File: src/hw/rtl/ptc_pkg.sv
`default_nettype none
package ptc_pkg;

  localparam int unsigned QDepth = 4;
  localparam int unsigned QAw    = $clog2(QDepth);
  localparam int unsigned DivBits = 32;

  localparam logic [31:0] PressBase = 32'd1048576;
  localparam logic [31:0] TempOfs   = 32'd64000;
  localparam logic [31:0] PressMul  = 32'd3125;
  localparam logic [31:0] HalfRange = 32'h8000_0000;
  localparam logic [31:0] P1Ofs     = 32'd32768;
  localparam logic [31:0] RoundOfs  = 32'd128;

  localparam logic [1:0] RegTemp    = 2'd0;
  localparam logic [1:0] RegPressLo = 2'd1;
  localparam logic [1:0] RegPressMd = 2'd2;
  localparam logic [1:0] RegPressHi = 2'd3;

  typedef struct packed {
    logic [31:0] t1, t2, t3;
    logic [31:0] p1, p2, p3, p4, p5, p6, p7, p8, p9;
  } coef_t;

  typedef struct packed {
    logic [31:0] tc;
    logic [31:0] fine;
    logic [31:0] divisor;
    logic [31:0] dividend;
    logic        big;
    logic        invalid;
  } req_t;

  typedef struct packed {
    logic [31:0] tc;
    logic [31:0] fine;
    logic        big;
    logic        invalid;
  } side_t;

  typedef struct packed {
    logic full;
    logic empty;
  } q_status_t;

  function automatic logic [31:0] sar(input logic [31:0] x, input logic [4:0] n);
    sar = $unsigned($signed(x) >>> n);
  endfunction

  function automatic logic [31:0] sext16(input logic [15:0] v);
    sext16 = {{16{v[15]}}, v};
  endfunction

endpackage
`default_nettype wire

File: src/hw/rtl/ptc_queue.sv
`default_nettype none
module ptc_queue (
  input  wire logic             clk,
  input  wire logic             rst_n,
  input  wire logic             push,
  input  wire ptc_pkg::req_t    push_req,
  input  wire logic             pop,
  output ptc_pkg::req_t         pop_req,
  output ptc_pkg::q_status_t    status
);
  import ptc_pkg::*;

  req_t          mem_r [0:QDepth-1];
  logic [QAw-1:0] wp_r, rp_r;
  logic [QAw:0]   cnt_r, cnt_nxt;

  assign cnt_nxt = cnt_r + (QAw+1)'(push) - (QAw+1)'(pop);

  always_ff @(posedge clk) begin
    if (!rst_n) begin
      wp_r  <= '0;
      rp_r  <= '0;
      cnt_r <= '0;
    end else begin
      if (push) wp_r <= wp_r + 1'b1;
      if (pop)  rp_r <= rp_r + 1'b1;
      cnt_r <= cnt_nxt;
    end
  end

  always_ff @(posedge clk) begin
    if (push) mem_r[wp_r] <= push_req;
  end

  assign pop_req      = mem_r[rp_r];
  assign status.full  = (cnt_r == (QAw+1)'(QDepth));
  assign status.empty = (cnt_r == '0);

  a_no_overflow: assert property (@(posedge clk) disable iff (!rst_n)
    push |-> !status.full) else $error("queue overflow");
  a_no_underflow: assert property (@(posedge clk) disable iff (!rst_n)
    pop |-> !status.empty) else $error("queue underflow");
  a_count: assert property (@(posedge clk) disable iff (!rst_n)
    (push && !pop) |=> (cnt_r == $past(cnt_r) + 1'b1)) else $error("count slip");

endmodule
`default_nettype wire

File: config.mk
export PLATFORM = sky130hd
export DESIGN_NAME = ptc_queue
export DESIGN_NICKNAME = d
export VERILOG_FILES = /design/src/hw/rtl/ptc_pkg.sv /design/src/hw/rtl/ptc_queue.sv
export SDC_FILE = /design/constraint.sdc
export NUM_CORES = 1
export LEC_CHECK = 0
export BUFFER_PORTS_ARGS = -buffer_cell sky130_fd_sc_hd__buf_2
export CAP_MARGIN = 20
export CORE_MARGIN = 3
export CORE_UTILIZATION = 30
export CTS_CLUSTER_SIZE = 8
export DETAILED_ROUTE_END_ITERATION = 16
export SYNTH_ARGS = -nofsm -noshare
export SYNTH_HDL_FRONTEND = slang
export SYNTH_SLANG_ARGS = --single-unit
File: constraint.sdc
create_clock -name clk -period 7.1 [get_ports clk]
set_input_delay 2.13 -clock clk [delete_from_list [all_inputs] [get_ports clk]]
set_output_delay 2.13 -clock clk [all_outputs]
set_load 0.02 [all_outputs]
==> impl_metrics.prom <==
# TYPE chip_impl_metric gauge
chip_impl_info{name="status",value="complete, no violations"} 1
chip_impl_metric{name="grt_first_pass_wirelength",unit="um"} 58200
chip_impl_metric{name="drt_first_pass_iters",unit=""} 4
chip_impl_metric{name="globalRouteOverflowTotal",unit=""} 0
chip_impl_metric{name="route.detailed.drc",unit=""} 0
chip_impl_metric{name="worst_path_largest_cell_delay",unit="ns"} 0.61
chip_impl_metric{name="worst-path-max-fanout",unit=""} 44
chip_impl_metric{name="die-height",unit="um"} 260
chip_impl_metric{name="placed_wire_length_estimate",unit="um"} 21800
chip_impl_metric{name="r2r.worst_path.cells",unit=""} 3
chip_impl_metric{name="layout_worst_path_cycle_share",unit="%"} 64.5
chip_impl_metric{name="utilization",unit="%"} 37.2
chip_impl_info{name="path_class",value="flop to output port"} 1
chip_impl_metric{name="postSynthRegisterBits",unit=""} 529
chip_impl_info{name="rsz0062_at_grt",value="false"} 1
chip_impl_metric{name="postLayoutCellArea",unit="um2"} 23500
chip_impl_metric{name="drt-initial-drc-count",unit=""} 500
chip_impl_metric{name="routed_via_density",unit=""} 4.50
chip_impl_metric{name="wl",unit="um"} 38500
chip_impl_metric{name="std_cell_rows",unit=""} 92
chip_impl_metric{name="cp_data_required_time",unit="ns"} 4.97
chip_impl_metric{name="placed_area",unit="um2"} 21500
chip_impl_metric{name="yosys_warnings",unit=""} 0
chip_impl_metric{name="cts-root-to-sink-buffers",unit=""} 3
chip_impl_metric{name="largest_net_degree_at_the_start_of_global_routing",unit=""} 131
chip_impl_metric{name="dieArea",unit="um2"} 67400
chip_impl_info{name="tritoncts",value="yes"} 1
chip_impl_metric{name="worst_slew_pin_slew",unit="ns"} 0.918
chip_impl_info{name="timing.hold.worst.class",value="flop to flop"} 1
chip_impl_metric{name="period_needed",unit="ns"} 4.58
chip_impl_metric{name="post_layout_nonfiller_instances",unit=""} 1909
chip_impl_metric{name="dr_total_vias",unit=""} 8584
chip_impl_metric{name="total_clock_buffers_created_by_cts",unit=""} 76
chip_impl_metric{name="chipWidth",unit="um"} 260
chip_impl_metric{name="max_slew_margin",unit="%"} 38.8
chip_impl_metric{name="clkSinkCount",unit=""} 529
chip_impl_metric{name="floorplan.initialDensity",unit="%"} 30.5
chip_impl_metric{name="report.final.hold_viol_count",unit=""} 0
chip_impl_metric{name="post_drt_wl_per_cell",unit="um"} 20.2
chip_impl_metric{name="timing.clock.skew",unit="ns"} 0.0201
chip_impl_info{name="end_of_the_worst_register_to_register_path",value="mem_r[3][56]"} 1
chip_impl_metric{name="clkTransAtPathRegs",unit="ns"} 0.05
chip_impl_metric{name="cap_violations",unit=""} 0
chip_impl_metric{name="yosys.cell_types.count",unit=""} 22
chip_impl_info{name="root_buffer",value="sky130_fd_sc_hd__clkbuf_16"} 1
chip_impl_metric{name="hold_depth",unit=""} 2
chip_impl_metric{name="max-vdd-ir-drop",unit="uV"} 202
chip_impl_info{name="critical_path.reg2reg.startpoint",value="wp_r[0]"} 1
chip_impl_info{name="cp_endpoint_kind",value="output port"} 1
chip_impl_info{name="timing.critical_path.cells",value="buf_4 -> mux4_2 -> buf_2"} 1
chip_impl_metric{name="synth_cells",unit=""} 722
chip_impl_metric{name="proportion_of_layout_cells_with_a_drive_suffix_above_1",unit="%"} 46.6
chip_impl_metric{name="ant_nets",unit=""} 0
chip_impl_metric{name="nNetsFinal",unit=""} 1189
chip_impl_metric{name="syn_area",unit="um2"} 19300
chip_impl_metric{name="number_of_global_route_vias_before_repair",unit=""} 9514
chip_impl_metric{name="finalMaxSlewViolations",unit=""} 0
chip_impl_metric{name="globalplace.congestion",unit=""} 0.698
chip_impl_metric{name="critPathArrivalTime",unit="ns"} 2.45
chip_impl_metric{name="setup_total_negative_slack",unit="ns"} 0
chip_impl_metric{name="fmax",unit="GHz"} 0.218
chip_impl_metric{name="clock_tree.htree_level_count",unit=""} 3
chip_impl_metric{name="power_per_cell_area",unit="nW/um2"} 316
chip_impl_metric{name="clock_latency",unit="ns"} 0.57
chip_impl_metric{name="post_synth.cell_area_avg",unit="um2"} 26.7
chip_impl_metric{name="number_of_antenna_violations_at_the_first_check_in_global_routing",unit=""} 10
chip_impl_metric{name="cts-hold-fix-buffers",unit=""} 0
chip_impl_info{name="worst_hold_startpoint",value="rp_r[1]"} 1
chip_impl_metric{name="core_area",unit="um2"} 63300
chip_impl_metric{name="synth.net_count",unit=""} 863
chip_impl_metric{name="finalHoldWorstSlack",unit="ns"} 0.538
chip_impl_metric{name="cts_setup_buffers",unit=""} 0
chip_impl_metric{name="seq_area_frac_synth",unit="%"} 81.8
chip_impl_metric{name="total_leakage_power",unit="nW"} 7.81
chip_impl_metric{name="ctsResizeCount",unit=""} 0
chip_impl_metric{name="placement.io_buffers",unit=""} 265
chip_impl_metric{name="placed_cells",unit=""} 1816
chip_impl_metric{name="grt_usage",unit="%"} 11.6
chip_impl_metric{name="setup_viol",unit=""} 0
chip_impl_info{name="cell_type_of_the_slowest_stage_on_the_worst_timing_path",value="sky130_fd_sc_hd__buf_4"} 1
chip_impl_metric{name="io_pins",unit=""} 266
chip_impl_metric{name="setup.reg_to_reg.worst_slack",unit="ns"} 4.67
chip_impl_metric{name="layout-area-overhead-vs-synth",unit="%"} 22.0
chip_impl_info{name="start_kind",value="flop"} 1
## layout make-up
type	count	area, um2
diodes	4	10.0
clock buffers	86	1970
clock inverters	3	21.3
fillers	5759	39800
inverters	7	26.3
multi-input cells	157	3170
flip-flops and latches	529	15800
well taps	846	1060
repair buffers	277	1480
## worst max path at each step
stage                     start            end  slack (ns)
after global placement     push   mem_r[3][23]        2.90
after detailed placement   push  mem_r[3][104]        2.84
after CTS                  flop    pop_req[96]        2.44
after floorplan            push    mem_r[0][0]        1.49
after global routing       flop    pop_req[96]        2.38
final                      flop    pop_req[96]        2.52
## routing by layer
metal / wire length, um / GRT usage, %
met4: 837 / 4.64
met3: 2980 / 3.96
met1: 15700 / 14.3
met5: 46 / 0
met2: 19000 / 18.7
## layout by cell type, fill, tap and decap left out, drive strengths merged
| cell | n |
|---|---|
| mux4 | 130 |
| xor3 | 1 |
| nor2 | 5 |
| edfxtp | 520 |
| buf | 277 |
| dfxtp | 9 |
| and2 | 6 |
| a21oi | 1 |
| clkinv | 1 |
| and3 | 1 |
| clkbuf | 86 |
| nor3 | 1 |
| inv | 9 |
| mux2i | 1 |
| fa | 1 |
| nand3b | 1 |
| ha | 6 |
| diode | 4 |
| xnor2 | 2 |
| a21bo | 1 |
## kinds of logic (layout without fill, tap and decap cells)
kind of cell	count (synthesis)	in the layout	share of synthesized area, %
adders and majority gates	7	7	0.493
DFF	529	529	81.8
and+or+nand+nor	14	14	0.389
muxes	131	131	15.2
buffers and inverters	36	373	1.79
AOI/OAI and AO/OA	2	2	0.0778
other	0	4	0
xor gates and xnor gates	3	3	0.214
## per-stage QoR
stage	setup slack (ns)	power, mW
after detailed placement	2.84	4.45
after global routing	2.38	7.75
after floorplan	1.49	4.19
final	2.52	7.44
after CTS	2.44	7.57
after global placement	2.90	4.43
## sequential cells by signal (all words and copies together), names as in the netlist, named ones only
signal  count
mem_r     520
cnt_r       3
wp_r        2
rp_r        2
## where the power goes
group | switching [mW] | internal, mW
clock network | 1.15 | 1.92
registers | 0.0368 | 3.60
logic | 0.437 | 0.291
total | 1.63 | 5.81
## cells in the mapped netlist
master / count / area [um2]
sky130_fd_sc_hd__mux4_2: 130 / 2930
sky130_fd_sc_hd__dfxtp_1: 9 / 180
sky130_fd_sc_hd__a21oi_1: 1 / 5.00
sky130_fd_sc_hd__edfxtp_1: 520 / 15600
sky130_fd_sc_hd__a21bo_2: 1 / 10.0
sky130_fd_sc_hd__inv_1: 7 / 26.3
sky130_fd_sc_hd__nor2_1: 5 / 18.8
sky130_fd_sc_hd__buf_2: 10 / 50.1
sky130_fd_sc_hd__nand3b_1: 1 / 7.51
sky130_fd_sc_hd__buf_6: 1 / 11.3
sky130_fd_sc_hd__mux2i_1: 1 / 10.0
sky130_fd_sc_hd__and3_1: 1 / 6.26
sky130_fd_sc_hd__nor3_1: 1 / 5.00
sky130_fd_sc_hd__and2_1: 6 / 37.5
sky130_fd_sc_hd__buf_12: 11 / 220
sky130_fd_sc_hd__buf_1: 3 / 11.3
sky130_fd_sc_hd__clkbuf_1: 1 / 3.75
sky130_fd_sc_hd__buf_4: 3 / 22.5
sky130_fd_sc_hd__xor3_1: 1 / 23.8
sky130_fd_sc_hd__xnor2_1: 2 / 17.5
sky130_fd_sc_hd__ha_1: 6 / 75.1
sky130_fd_sc_hd__fa_1: 1 / 20.0
## worst max-delay path: cells and delay by family, from the launching register on
| kind | cells | cell delay (ns) |
|---|---|---|
| flops | 1 | 0.58 |
| mux | 1 | 0.41 |
| buf+inv | 2 | 0.80 |
(Power assumes the default switching activity.)
